[config.mk]
export PLATFORM = sky130hd
export DESIGN_NAME = pid_gain_autotuner
export DESIGN_NICKNAME = d
export VERILOG_FILES = /design/src/rtl/pidat_pkg.sv /design/src/rtl/pidat_front.sv /design/src/rtl/pidat_fifo.sv /design/src/rtl/pidat_back.sv /design/src/rtl/pid_gain_autotuner.sv
export SDC_FILE = /design/constraint.sdc
export NUM_CORES = 1
export LEC_CHECK = 0
export ABC_AREA = 1
export BUFFER_PORTS_ARGS = -buffer_cell sky130_fd_sc_hd__buf_2
export CAP_MARGIN = 20
export CORE_AREA = 2 2 204 206
export DETAILED_ROUTE_END_ITERATION = 10
export DIE_AREA = 0 0 206 208
export PLACE_DENSITY = 0.72
export SYNTH_ARGS = -nofsm -noshare
export SYNTH_HDL_FRONTEND = slang
export SYNTH_HIERARCHICAL = 1
export SYNTH_SLANG_ARGS = --single-unit
[constraint.sdc]
create_clock -name clock -period 7.7 [get_ports clock]
set_input_delay 0.385 -clock clock [delete_from_list [all_inputs] [get_ports clock]]
set_output_delay 0.385 -clock clock [all_outputs]
set_load 0.005 [all_outputs]
[src/rtl/pidat_pkg.sv]
// ----------------------------------------------------------------------------
// pidat_pkg - shared definitions for the PID gain autotuner
// Constants, configuration and queue entry types, item kinds and register
// indexes used across the front end, the queue and the tuning back end.
// ----------------------------------------------------------------------------
`default_nettype none

package pidat_pkg;

   localparam int AXES        = 3;
   localparam int AXIS_W      = 2;
   localparam int ERR_W       = 14;
   localparam int THR_W       = 11;
   localparam int PG_W        = 8;
   localparam int IG_W        = 7;
   localparam int CSR_W       = 11;
   localparam int P_LIMIT     = 200;
   localparam int I_LIMIT     = 100;
   localparam int I_CAP       = (I_LIMIT < 127) ? I_LIMIT : 127;
   localparam int HOLD_MARGIN = 250;
   localparam int QUEUE_DEPTH = 4;
   localparam int QPTR_W      = 2;
   localparam int QCNT_W      = 3;

   // Axis limit widened by one bit so that any value up to seven compares cleanly
   localparam logic [AXIS_W:0] AXES_LIM = (AXIS_W + 1)'(AXES);

   typedef enum logic [2:0] {
      CSR_SKIP_PERIOD      = 3'd0,
      CSR_AVG_SAMPLES      = 3'd1,
      CSR_I_THRESHOLD      = 3'd2,
      CSR_P_RISE_THRESHOLD = 3'd3,
      CSR_P_FALL_THRESHOLD = 3'd4,
      CSR_THROTTLE_FLOOR   = 3'd5
   } csr_index_type;

   typedef enum logic [1:0] {
      KIND_OUT_OF_RANGE = 2'd0,
      KIND_SKIP         = 2'd1,
      KIND_AVERAGE      = 2'd2,
      KIND_ADJUST       = 2'd3
   } kind_type;

   typedef struct packed {
      logic [7:0]       skip_period;
      logic [7:0]       avg_samples;
      logic [7:0]       i_threshold;
      logic [7:0]       p_rise_threshold;
      logic [7:0]       p_fall_threshold;
      logic [THR_W-1:0] throttle_floor;
   } cfg_type;

   typedef struct packed {
      logic [AXIS_W-1:0]       axis;
      logic signed [ERR_W-1:0] error;
      logic [THR_W-1:0]        throttle;
      kind_type                kind;
   } q_entry_type;

   typedef struct packed {
      logic full;
      logic empty;
   } q_status_type;

endpackage

`default_nettype wire

[src/rtl/pidat_front.sv]
// ----------------------------------------------------------------------------
// pidat_front - input classification
// Accepts request transactions, runs the shared skip and sample counters and
// tags each item with the action the back end must carry out.
// ----------------------------------------------------------------------------
`default_nettype none

module pidat_front
   import pidat_pkg::*;
(
   input  wire logic                    clock,
   input  wire logic                    reset,
   input  wire cfg_type                 cfg,
   input  wire logic                    req_tvalid,
   output logic                         req_tready,
   input  wire logic [AXIS_W-1:0]       req_axis,
   input  wire logic signed [ERR_W-1:0] req_error,
   input  wire logic [THR_W-1:0]        req_throttle,
   input  wire q_status_type            q_status,
   output logic                         q_push,
   output q_entry_type                  q_wdata
);

   logic [7:0] skip_count_ff, skip_count_in;
   logic [7:0] sample_count_ff, sample_count_in;
   logic       axis0;
   kind_type   kind;

   assign req_tready = !q_status.full;
   assign q_push     = req_tvalid && req_tready;
   assign axis0      = (req_axis == '0);

   always_comb begin
      skip_count_in   = skip_count_ff;
      sample_count_in = sample_count_ff;
      kind            = KIND_OUT_OF_RANGE;
      if ({1'b0, req_axis} >= AXES_LIM) begin
         kind = KIND_OUT_OF_RANGE;
      end else if (skip_count_ff < cfg.skip_period) begin
         kind = KIND_SKIP;
         if (axis0) begin
            skip_count_in = skip_count_ff + 8'd1;
         end
      end else begin
         if (axis0) begin
            skip_count_in = '0;
         end
         if (sample_count_ff < cfg.avg_samples) begin
            kind = KIND_AVERAGE;
            if (axis0) begin
               sample_count_in = sample_count_ff + 8'd1;
            end
         end else begin
            kind = KIND_ADJUST;
            if (axis0) begin
               sample_count_in = '0;
            end
         end
      end
   end

   always_ff @(posedge clock) begin
      if (reset) begin
         skip_count_ff   <= '0;
         sample_count_ff <= '0;
      end else if (q_push) begin
         skip_count_ff   <= skip_count_in;
         sample_count_ff <= sample_count_in;
      end
   end

   assign q_wdata.axis     = req_axis;
   assign q_wdata.error    = req_error;
   assign q_wdata.throttle = req_throttle;
   assign q_wdata.kind     = kind;

endmodule

`default_nettype wire

[src/rtl/pidat_fifo.sv]
// ----------------------------------------------------------------------------
// pidat_fifo - classified item queue
// Short first-in first-out queue between the front end and the back end.
// ----------------------------------------------------------------------------
`default_nettype none

module pidat_fifo
   import pidat_pkg::*;
(
   input  wire logic        clock,
   input  wire logic        reset,
   input  wire logic        q_push,
   input  wire q_entry_type q_wdata,
   input  wire logic        q_pop,
   output q_entry_type      q_rdata,
   output q_status_type     q_status
);

   q_entry_type       slot_ff [QUEUE_DEPTH];
   logic [QPTR_W-1:0] wr_ptr_ff, rd_ptr_ff;
   logic [QCNT_W-1:0] count_ff, count_in;

   assign q_status.full  = (count_ff == QCNT_W'(QUEUE_DEPTH));
   assign q_status.empty = (count_ff == '0);
   assign q_rdata        = slot_ff[rd_ptr_ff];

   always_comb begin
      count_in = count_ff;
      if (q_push && !q_pop) begin
         count_in = count_ff + QCNT_W'(1);
      end else if (q_pop && !q_push) begin
         count_in = count_ff - QCNT_W'(1);
      end
   end

   always_ff @(posedge clock) begin
      if (reset) begin
         wr_ptr_ff <= '0;
         rd_ptr_ff <= '0;
         count_ff  <= '0;
      end else begin
         if (q_push) begin
            wr_ptr_ff <= wr_ptr_ff + QPTR_W'(1);
         end
         if (q_pop) begin
            rd_ptr_ff <= rd_ptr_ff + QPTR_W'(1);
         end
         count_ff <= count_in;
      end
   end

   always_ff @(posedge clock) begin
      if (q_push) begin
         slot_ff[wr_ptr_ff] <= q_wdata;
      end
   end

endmodule

`default_nettype wire

[src/rtl/pidat_back.sv]
// ----------------------------------------------------------------------------
// pidat_back - per-axis tuning engine
// Pops classified items, updates the per-axis average, gains and held copies
// and registers one response transaction per item.
// ----------------------------------------------------------------------------
`default_nettype none

module pidat_back
   import pidat_pkg::*;
(
   input  wire logic          clock,
   input  wire logic          reset,
   input  wire cfg_type       cfg,
   input  wire q_entry_type   q_rdata,
   input  wire q_status_type  q_status,
   output logic               q_pop,
   output logic               rsp_tvalid,
   input  wire logic          rsp_tready,
   output logic               rsp_tuned,
   output logic [PG_W-1:0]    rsp_p_gain,
   output logic [IG_W-1:0]    rsp_i_gain,
   output logic [PG_W-1:0]    rsp_held_p,
   output logic [IG_W-1:0]    rsp_held_i
);

   logic signed [ERR_W-1:0] avg_ff  [AXES];
   logic signed [ERR_W-1:0] prev_ff [AXES];
   logic [PG_W-1:0]         pg_ff   [AXES];
   logic [IG_W-1:0]         ig_ff   [AXES];
   logic [PG_W-1:0]         hp_ff   [AXES];
   logic [IG_W-1:0]         hi_ff   [AXES];

   logic                    rsp_valid_ff;
   logic                    tuned_ff, tuned_in;
   logic [PG_W-1:0]         p_out_ff, p_out_in;
   logic [IG_W-1:0]         i_out_ff, i_out_in;
   logic [PG_W-1:0]         hp_out_ff, hp_out_in;
   logic [IG_W-1:0]         hi_out_ff, hi_out_in;

   logic [AXIS_W-1:0]       idx;
   logic                    in_range, processed, adjust, hold;
   logic signed [ERR_W-1:0] err, avg_cur, old, avg_in;
   logic signed [ERR_W:0]   sum, half;
   logic [ERR_W-1:0]        avg_mag, err_mag, old_mag;
   logic signed [ERR_W:0]   diff, rise_lim, fall_lim;
   logic                    err_nonneg, err_nonpos, old_nonneg, old_nonpos, same_sign;
   logic [PG_W-1:0]         pg_cur, pg_in;
   logic [IG_W-1:0]         ig_cur, ig_step, ig_in;
   logic [THR_W:0]          hold_lim;

   assign q_pop = !q_status.empty && (!rsp_valid_ff || rsp_tready);

   assign in_range  = (q_rdata.kind != KIND_OUT_OF_RANGE);
   assign processed = (q_rdata.kind == KIND_AVERAGE) || (q_rdata.kind == KIND_ADJUST);
   assign adjust    = (q_rdata.kind == KIND_ADJUST);
   // Park the index on axis 0 for out-of-range items so no read leaves the array
   assign idx       = in_range ? q_rdata.axis : '0;
   assign err       = q_rdata.error;
   assign avg_cur   = avg_ff[idx];
   assign old       = prev_ff[idx];
   assign pg_cur    = pg_ff[idx];
   assign ig_cur    = ig_ff[idx];

   // Running average, halved with truncation toward zero
   assign sum  = {avg_cur[ERR_W-1], avg_cur} + {err[ERR_W-1], err};
   assign half = (sum + {{ERR_W{1'b0}}, sum[ERR_W]}) >>> 1;

   assign avg_mag = avg_cur[ERR_W-1] ? ERR_W'(-avg_cur) : avg_cur;
   assign err_mag = err[ERR_W-1] ? ERR_W'(-err) : err;
   assign old_mag = old[ERR_W-1] ? ERR_W'(-old) : old;

   always_comb begin
      ig_step = ig_cur;
      if (avg_mag > {{(ERR_W-8){1'b0}}, cfg.i_threshold}) begin
         if (ig_cur < IG_W'(I_CAP)) begin
            ig_step = ig_cur + IG_W'(1);
         end
      end else if (ig_cur != '0) begin
         ig_step = ig_cur - IG_W'(1);
      end
   end

   assign ig_in  = adjust ? ig_step : ig_cur;
   assign avg_in = adjust ? '0 : ERR_W'(half);

   // Zero counts as either sign
   assign err_nonneg = !err[ERR_W-1];
   assign err_nonpos = err[ERR_W-1] || (err == '0);
   assign old_nonneg = !old[ERR_W-1];
   assign old_nonpos = old[ERR_W-1] || (old == '0);
   assign same_sign  = (err_nonneg && old_nonneg) || (err_nonpos && old_nonpos);

   assign diff     = $signed({1'b0, err_mag}) - $signed({1'b0, old_mag});
   assign rise_lim = $signed({{(ERR_W-7){1'b0}}, cfg.p_rise_threshold});
   assign fall_lim = -$signed({{(ERR_W-7){1'b0}}, cfg.p_fall_threshold});

   always_comb begin
      pg_in = pg_cur;
      if (same_sign) begin
         if (diff > rise_lim) begin
            if (pg_cur < PG_W'(P_LIMIT)) begin
               pg_in = pg_cur + PG_W'(1);
            end
         end else if (diff < fall_lim) begin
            if (pg_cur != '0) begin
               pg_in = pg_cur - PG_W'(1);
            end
         end
      end
   end

   assign hold_lim = {1'b0, cfg.throttle_floor} + (THR_W + 1)'(HOLD_MARGIN);
   assign hold     = ({1'b0, q_rdata.throttle} > hold_lim);

   always_comb begin
      tuned_in  = processed;
      p_out_in  = '0;
      i_out_in  = '0;
      hp_out_in = '0;
      hi_out_in = '0;
      if (processed) begin
         p_out_in  = pg_in;
         i_out_in  = ig_in;
         hp_out_in = hold ? pg_in : hp_ff[idx];
         hi_out_in = hold ? ig_in : hi_ff[idx];
      end else if (in_range) begin
         p_out_in  = pg_cur;
         i_out_in  = ig_cur;
         hp_out_in = hp_ff[idx];
         hi_out_in = hi_ff[idx];
      end
   end

   always_ff @(posedge clock) begin
      if (reset) begin
         for (int k = 0; k < AXES; k++) begin
            avg_ff[k]  <= '0;
            prev_ff[k] <= '0;
            pg_ff[k]   <= '0;
            ig_ff[k]   <= '0;
            hp_ff[k]   <= '0;
            hi_ff[k]   <= '0;
         end
      end else if (q_pop && processed) begin
         for (int k = 0; k < AXES; k++) begin
            if (idx == AXIS_W'(k)) begin
               avg_ff[k]  <= avg_in;
               prev_ff[k] <= err;
               pg_ff[k]   <= pg_in;
               ig_ff[k]   <= ig_in;
               if (hold) begin
                  hp_ff[k] <= pg_in;
                  hi_ff[k] <= ig_in;
               end
            end
         end
      end
   end

   always_ff @(posedge clock) begin
      if (reset) begin
         rsp_valid_ff <= 1'b0;
      end else if (q_pop) begin
         rsp_valid_ff <= 1'b1;
      end else if (rsp_tready) begin
         rsp_valid_ff <= 1'b0;
      end
   end

   // Hold the response payload until the next item is popped
   always_ff @(posedge clock) begin
      if (q_pop) begin
         tuned_ff  <= tuned_in;
         p_out_ff  <= p_out_in;
         i_out_ff  <= i_out_in;
         hp_out_ff <= hp_out_in;
         hi_out_ff <= hi_out_in;
      end
   end

   assign rsp_tvalid = rsp_valid_ff;
   assign rsp_tuned  = tuned_ff;
   assign rsp_p_gain = p_out_ff;
   assign rsp_i_gain = i_out_ff;
   assign rsp_held_p = hp_out_ff;
   assign rsp_held_i = hi_out_ff;

endmodule

`default_nettype wire

[src/rtl/pid_gain_autotuner.sv]
// ----------------------------------------------------------------------------
// pid_gain_autotuner - per-axis P and I gain autotuner
// Classifies axis error samples, then steps P and I gains per axis and keeps
// held copies of them while the throttle is high.
// ----------------------------------------------------------------------------
// The block takes one request transaction per clock while the queue is not
// full and returns exactly one response transaction per request, in order. The
// front end runs the shared skip and sample counters at acceptance and queues
// the tagged item in a four-entry queue; the back end does the per-axis update
// and registers the result. Sustained rate is one item per cycle while the
// response side accepts, limited by the read-modify-write of the per-axis gain
// registers; the queue absorbs up to four items while the response side stalls.
// The user must write registers through the csr port only while no transaction
// is in flight; the block itself does not enforce this.
// ----------------------------------------------------------------------------
`default_nettype none

module pid_gain_autotuner
   import pidat_pkg::*;
(
   input  wire logic             clock,
   input  wire logic             reset,
   input  wire logic             csr_wr_en,
   input  wire logic [2:0]       csr_index,
   input  wire logic [CSR_W-1:0] csr_wdata,
   input  wire logic             req_tvalid,
   output logic                  req_tready,
   input  wire logic [31:0]      req_tdata,  // error[13:0], throttle[24:14], zero pad
   input  wire logic [1:0]       req_tuser,  // axis[1:0]
   output logic                  rsp_tvalid,
   input  wire logic             rsp_tready,
   output logic [31:0]           rsp_tdata,  // p_gain[7:0], i_gain[14:8],
                                             // held_p[22:15], held_i[29:23], zero pad
   output logic                  rsp_tuser   // tuned
);

   cfg_type      cfg_ff;
   q_entry_type  q_wdata, q_rdata;
   q_status_type q_status;
   logic         q_push, q_pop;
   logic         rsp_tuned;
   logic [PG_W-1:0] rsp_p_gain, rsp_held_p;
   logic [IG_W-1:0] rsp_i_gain, rsp_held_i;

   always_ff @(posedge clock) begin
      if (reset) begin
         cfg_ff.skip_period      <= '0;
         cfg_ff.avg_samples      <= '0;
         cfg_ff.i_threshold      <= '0;
         cfg_ff.p_rise_threshold <= '0;
         cfg_ff.p_fall_threshold <= '0;
         cfg_ff.throttle_floor   <= THR_W'(1400);
      end else if (csr_wr_en) begin
         case (csr_index)
            CSR_SKIP_PERIOD:      cfg_ff.skip_period      <= csr_wdata[7:0];
            CSR_AVG_SAMPLES:      cfg_ff.avg_samples      <= csr_wdata[7:0];
            CSR_I_THRESHOLD:      cfg_ff.i_threshold      <= csr_wdata[7:0];
            CSR_P_RISE_THRESHOLD: cfg_ff.p_rise_threshold <= csr_wdata[7:0];
            CSR_P_FALL_THRESHOLD: cfg_ff.p_fall_threshold <= csr_wdata[7:0];
            CSR_THROTTLE_FLOOR:   cfg_ff.throttle_floor   <= csr_wdata[THR_W-1:0];
            default: ;
         endcase
      end
   end

   pidat_front u_front (
      .clock        (clock),
      .reset        (reset),
      .cfg          (cfg_ff),
      .req_tvalid   (req_tvalid),
      .req_tready   (req_tready),
      .req_axis     (req_tuser),
      .req_error    ($signed(req_tdata[ERR_W-1:0])),
      .req_throttle (req_tdata[ERR_W+THR_W-1:ERR_W]),
      .q_status     (q_status),
      .q_push       (q_push),
      .q_wdata      (q_wdata)
   );

   pidat_fifo u_fifo (
      .clock    (clock),
      .reset    (reset),
      .q_push   (q_push),
      .q_wdata  (q_wdata),
      .q_pop    (q_pop),
      .q_rdata  (q_rdata),
      .q_status (q_status)
   );

   pidat_back u_back (
      .clock      (clock),
      .reset      (reset),
      .cfg        (cfg_ff),
      .q_rdata    (q_rdata),
      .q_status   (q_status),
      .q_pop      (q_pop),
      .rsp_tvalid (rsp_tvalid),
      .rsp_tready (rsp_tready),
      .rsp_tuned  (rsp_tuned),
      .rsp_p_gain (rsp_p_gain),
      .rsp_i_gain (rsp_i_gain),
      .rsp_held_p (rsp_held_p),
      .rsp_held_i (rsp_held_i)
   );

   assign rsp_tdata = {2'b00, rsp_held_i, rsp_held_p, rsp_i_gain, rsp_p_gain};
   assign rsp_tuser = rsp_tuned;

   // A full queue must never take another transaction
   assert property (@(posedge clock) disable iff (reset) q_push |-> !q_status.full)
      else $error("queue overflow");

   // Popping an empty queue would invent a response
   assert property (@(posedge clock) disable iff (reset) q_pop |-> !q_status.empty)
      else $error("queue underflow");

   // Every popped item shows up as a pending response on the next cycle
   assert property (@(posedge clock) disable iff (reset) q_pop |=> rsp_tvalid)
      else $error("popped item produced no response");

   // A skipped or out-of-range item never reports itself as tuned
   assert property (@(posedge clock) disable iff (reset)
      q_pop && (q_rdata.kind == KIND_SKIP || q_rdata.kind == KIND_OUT_OF_RANGE)
      |=> !rsp_tuser)
      else $error("untuned item flagged as tuned");

endmodule

`default_nettype wire

* Yosys cells after proc, flatten, opt, wreduce, memory -nomap -nowiden
Memories as Yosys holds them, arrays and structs flattened. A register that Yosys moved wholly into a read port is not among the register bits. Cells that the tools add are included.
Word-level totals: register bits 106, memory bits (writable) 290, output and inout port bits 35, word-level logic and storage cells 204, memories kept 7
Operators by class: add/sub/neg operators 18, order comparisons 9, equality and inequality tests 10, mux-type cells 85, bitwise operators 20, reduce and logical (&&, ||, !) cells 38
Memory list:
- u_fifo.slot_ff | depth 4, bits a word 29, read ports 1, clocked after Yosys merged registers in 1, wr ports 1, RTL line pidat_fifo.sv:19 | q_entry_type slot_ff [QUEUE_DEPTH];
- u_back.avg_ff | depth 3, bits a word 14, read ports 1, clocked after Yosys merged registers in 0, wr ports 3, RTL line pidat_back.sv:26 | logic signed [ERR_W-1:0] avg_ff [AXES];
- u_back.prev_ff | depth 3, bits a word 14, read ports 1, clocked after Yosys merged registers in 0, wr ports 3, RTL line pidat_back.sv:27 | logic signed [ERR_W-1:0] prev_ff [AXES];
- u_back.hp_ff | depth 3, bits a word 8, read ports 1, clocked after Yosys merged registers in 0, wr ports 3, RTL line pidat_back.sv:30 | logic [PG_W-1:0] hp_ff [AXES];
- u_back.pg_ff | depth 3, bits a word 8, read ports 1, clocked after Yosys merged registers in 0, wr ports 3, RTL line pidat_back.sv:28 | logic [PG_W-1:0] pg_ff [AXES];
- u_back.hi_ff | depth 3, bits a word 7, read ports 1, clocked after Yosys merged registers in 0, wr ports 3, RTL line pidat_back.sv:31 | logic [IG_W-1:0] hi_ff [AXES];
- 1 more memories
Operator list (count):
- two-way mux 8 bit | 21
- two-way mux 14 bit | 10
- two-way mux 7 bit | 15
- negator 14 bit | 3
- two-way mux 1 bit | 32
- logical NOT 14 bit | 2
- adder 8 x 1 -> 8 bit (second input constant) | 3
- OR 1 bit | 18
- < comparator 8 bit | 2
- adder 14 x 14 -> 15 bit | 1
- adder 15 x 1 -> 15 bit | 1
- greater-than comparator 15 x 9 -> 1 bit | 1
- < comparator 15 bit | 1
- negator 8 -> 15 bit | 1
- subtractor 14 x 14 -> 15 bit | 1
- greater-than comparator 14 x 8 -> 1 bit | 1
- adder 11 x 8 -> 12 bit (second input constant) | 1
- greater-than comparator 11 x 12 -> 1 bit | 1
- AND reduction 2 bit | 6
- two-way mux 2 bit | 5
- == test 3 bit (second input constant) | 3
- < comparator 8 bit (second input constant) | 1
- nonzero test 8 bit | 1
- subtractor 8 x 1 -> 8 bit (second input constant) | 1
- other kinds (22) | 48

* Logic depth before layout (Yosys ltp)
An unclocked memory read counts as a cell.
word-level depth 12, gate-level depth with buffers 49, depth with buffers taken out 44

* Modules after synthesis
Netlist, hierarchy kept.
By module, submodules not included:
- pidat_back | instances 1, cells each 1580, area an instance 13462.9 um^2
- pidat_fifo | instances 1, cells each 339, area an instance 5056.1 um^2
- pid_gain_autotuner | instances 1, cells each 297, area an instance 2028.2 um^2
- pidat_front | instances 1, cells each 227, area an instance 1519.0 um^2

* Worst setup path after synthesis
OpenSTA, ideal clock, no wires.
kind flip-flop to flip-flop, start register (tool-made name), end memory u_back.pg_ff[0][2] (data pin), setup time 0.274 ns, data arrival time 5.754 ns, required time 7.426 ns, slack 1.672 ns, cell stages (with the launch flop) 44, path buffers 4, path through dfxtp_1 -> inv_2 -> buf_2 -> nor2_2 -> o22ai_1 -> inv_2 -> nor2_4 -> nor2_4 -> buf_6 -> buf_6 -> buf_2 -> a221o_1 -> inv_1 -> ha_1 -> nor3b_2 -> nand2_1 -> nor3_4 -> nor2_1 -> (+8 left out) -> a21oi_1 -> o21bai_1 -> inv_1 -> ha_1 -> nand2_1 -> inv_1 -> nand3_1 -> nor2_1 -> nand4_1 -> nor2_1 -> nor2_1 -> nand3_1 -> nand3_1 -> nand2_1 -> nand2_1 -> nand3_1 -> nand2_1 -> nor2_1
RTL lines (RTL line):
- end: declaration | pidat_back.sv:28

==> impl_metrics.json <==
{
  "numCtsBuffers": 42,
  "synthXorXnorAreaFrac_pct": 3.056,
  "first_pass_iters": 6,
  "grt_pass1_wl_um": 83740,
  "htree_levels": 2,
  "crit_end": "u_back/avg_ff[2][13]",
  "grt_max_degree": 51,
  "io_pins": 88,
  "cts_tree": "yes",
  "drtAntennaViolNets": 0,
  "die_h_um": 208,
  "worstRegToRegCells": 35,
  "fp-row-count": 74,
  "fin_crit_ps": 7003,
  "cp.depth": 35,
  "post_drt_wl_per_cell_um": 16.91,
  "worst-path-buf-inv": 6,
  "holdBufCountCts": 0,
  "routed_wl_um": 51740,
  "critPathKind": "reg2reg",
  "max_stage_delay_ps": 530,
  "skew_ps": 29.28,
  "drive_above_1_share_pct": 12.62,
  "multi_input_area_um2": 9283,
  "synth_async_sr_flop_share_pct": 0,
  "gp_congestion": 0.9026,
  "coreArea_um2": 40550,
  "synthSimpleGateAreaFrac_pct": 24.63,
  "fin_util_pct": 59.56,
  "maxCapViolCount": 0,
  "hold_class": "in2reg",
  "ys.flop_type": "edfxtp_1",
  "synth_top_family_by_area": "simple AND/OR/NAND/NOR gates",
  "clk_pin_slew_ps": 60,
  "synth_mux_area_share_pct": 0,
  "synthesis.area_um2": 22070,
  "avgSynthCellArea_um2": 9.032,
  "ys_seq_elements": 398,
  "final_hold_viol_count": 0,
  "synth_compound_gate_area_share_pct": 8.267,
  "drc": 0,
  "rsz0062_at_grt": "false",
  "seq_area_frac_synth_pct": 50.67,
  "clock_latency_ps": 570,
  "grtUsageTotal_pct": 24.65,
  "worst_path_most_repeated_cell": "nor2_1",
  "ctsRootBufferMaster": "clkbuf_16",
  "synthCells": 2443,
  "dp.final_hpwl_um": 35590,
  "path_max_fanout": 44,
  "portBuffers": 78,
  "antenna_cells": 0,
  "ys_warn_count": 6,
  "cts_resized": 0,
  "die_area_um2": 42850,
  "hold_start": "req_tdata[19]",
  "critPathArrivalTime_ps": 7310,
  "cts.path.max_buffers": 3,
  "drtIter0Drc": 1268,
  "syn2layout_area_growth_pct": 9.469,
  "grt_pass1_vias": 16430,
  "antenna_found_initial": 0,
  "critPathSlowestCell": "buf_4",
  "crit_required_ps": 8010,
  "final_max_slew_viol_count": 0,
  "final-seq-area_um2": 11180,
  "via_count": 16790,
  "final.setup.tns_ps": 0,
  "cts_sinks": 398,
  "reg2reg_setup_slack_ps": 700,
  "setup_violations": 0,
  "min_period_over_period_pct": 90.95,
  "max-slew-margin-rel_pct": 25.82,
  "grt-ovfl-total": 0,
  "synth_edf_count": 321,
  "start_util_pct": 54.41,
  "ys_types": 66,
  "fmax_mhz": 142.8,
  "tightest_slew_ps": 1113,
  "nFillCells": 3414,
  "via_per_inst": 5.490,
  "r2r-end": "u_back/avg_ff[2][13]",
  "cp-start-kind": "flip-flop",
  "finalNetCount": 2652,
  "die_w_um": 206,
  "status": "completed",
  "synth_fa_ha_area_share_pct": 5.999,
  "crit_family": "simple AND/OR/NAND/NOR gates",
  "postCtsSetupBuffers": 0,
  "cp-end-kind": "flip-flop"
}
[cell families after synthesis]
group                      count (synthesis)
buffers and inverters                    363
and+or+nand+nor                         1209
adders and majority gates                104
xor gates and xnor gates                  77
AOI/OAI and AO/OA                        291
other                                      1
DFF                                      398
[how the worst min path moves through the flow]
stage	depth (start not counted)	to	slack, ps
after global placement	1	u_fifo/rd_ptr_ff[1]	440
after CTS	1	u_fifo/slot_ff[2][7]	3
final	1	u_fifo/slot_ff[2][7]	30
after detailed placement	1	u_fifo/rd_ptr_ff[1]	450
after floorplan	1	flip-flop	420
after global routing	1	u_fifo/slot_ff[0][22]	20
[cell type report]
cell class	count	share of cell area, %
tap	532	2.756
sequential	398	46.29
inverter	269	4.180
clock inverter	16	0.7407
timing repair buffer	101	2.414
clock buffer	60	5.190
multi-input combinational	1683	38.43
[placed cells by master, fill, tap and decap left out, types with 19 or more instances in the layout]
cell,synthesis,layout
nor2_4,25,25
xor2_1,64,64
o21ai_0,98,95
buf_2,25,78
a21oi_1,91,91
ha_1,101,101
clkbuf_16,0,46
nor2_1,297,297
dfxtp_1,77,76
nor3_1,34,34
inv_1,246,246
edfxtp_1,321,321
nand2_1,572,569
nand4_1,22,22
inv_2,19,19
nand3_1,174,174
buf_4,35,22
o22ai_2,20,20
[metal layers]
layer	global-route usage (%)	wire (µm)	up-vias	part of all wire [%]
li1	-	-	8228	-
met1	32.21	21660	7914	42
met2	41.40	24890	541	48
met3	3.775	3418	111	6.6
met4	9.039	1763	0	3.4
met5	0	0	-	0
[Yosys cell counts (all sizes together) (8+ instances only)]
master  count  share of area (%)
nand2     592                 10
nor2      340                6.8
edfxtp    321                 44
inv       265                4.5
nand3     190                4.7
o21ai     118                2.7
ha        101                5.7
a21oi      93                2.2
buf        77                2.5
dfxtp      77                7.0
xor2       64                2.5
nor3       39                1.1
o22ai      31                1.4
nand4      22               0.62
clkbuf     17               0.29
xnor2      13               0.52
o211ai     10               0.47
or2        10               0.28
o21bai      8               0.29
[state kept, by name (all words and copies together), names as in the netlist, 3 cells and up, named ones only]
name,cells
u_back/rsp_p_gain,8
u_back/rsp_held_i,7
u_fifo/count_ff,3
u_front/skip_count_ff,8
cfg_ff,51
u_back/prev_ff,42
u_back/hi_ff,21
u_back/hp_ff,24
u_front/sample_count_ff,8
u_back/pg_ff,24
u_back/avg_ff,42
u_back/rsp_held_p,8
u_fifo/slot_ff,116
u_back/rsp_i_gain,7
u_back/ig_ff,21
[through the flow]
| stage | hold slack [ps] | std cells | setup slack [ps] | area (µm²) |
|---|---|---|---|---|
| 2_1_floorplan | 418.1 | 2444 | 1672 | 22070 |
| 3_3_place_gp | 438.3 | 2982 | 927.5 | 22700 |
| 3_5_place_dp | 447.3 | 2983 | 810.1 | 22720 |
| 4_1_cts | 3.316 | 3059 | 797.9 | 24160 |
| 5_1_grt | 21.63 | 3059 | 137.5 | 24160 |
| 6_report | 30.10 | 3059 | 696.7 | 24160 |
Power is left out: the tool's default activity adds up to more than one toggle a clock period on the data nets, which glitch-free logic cannot reach.
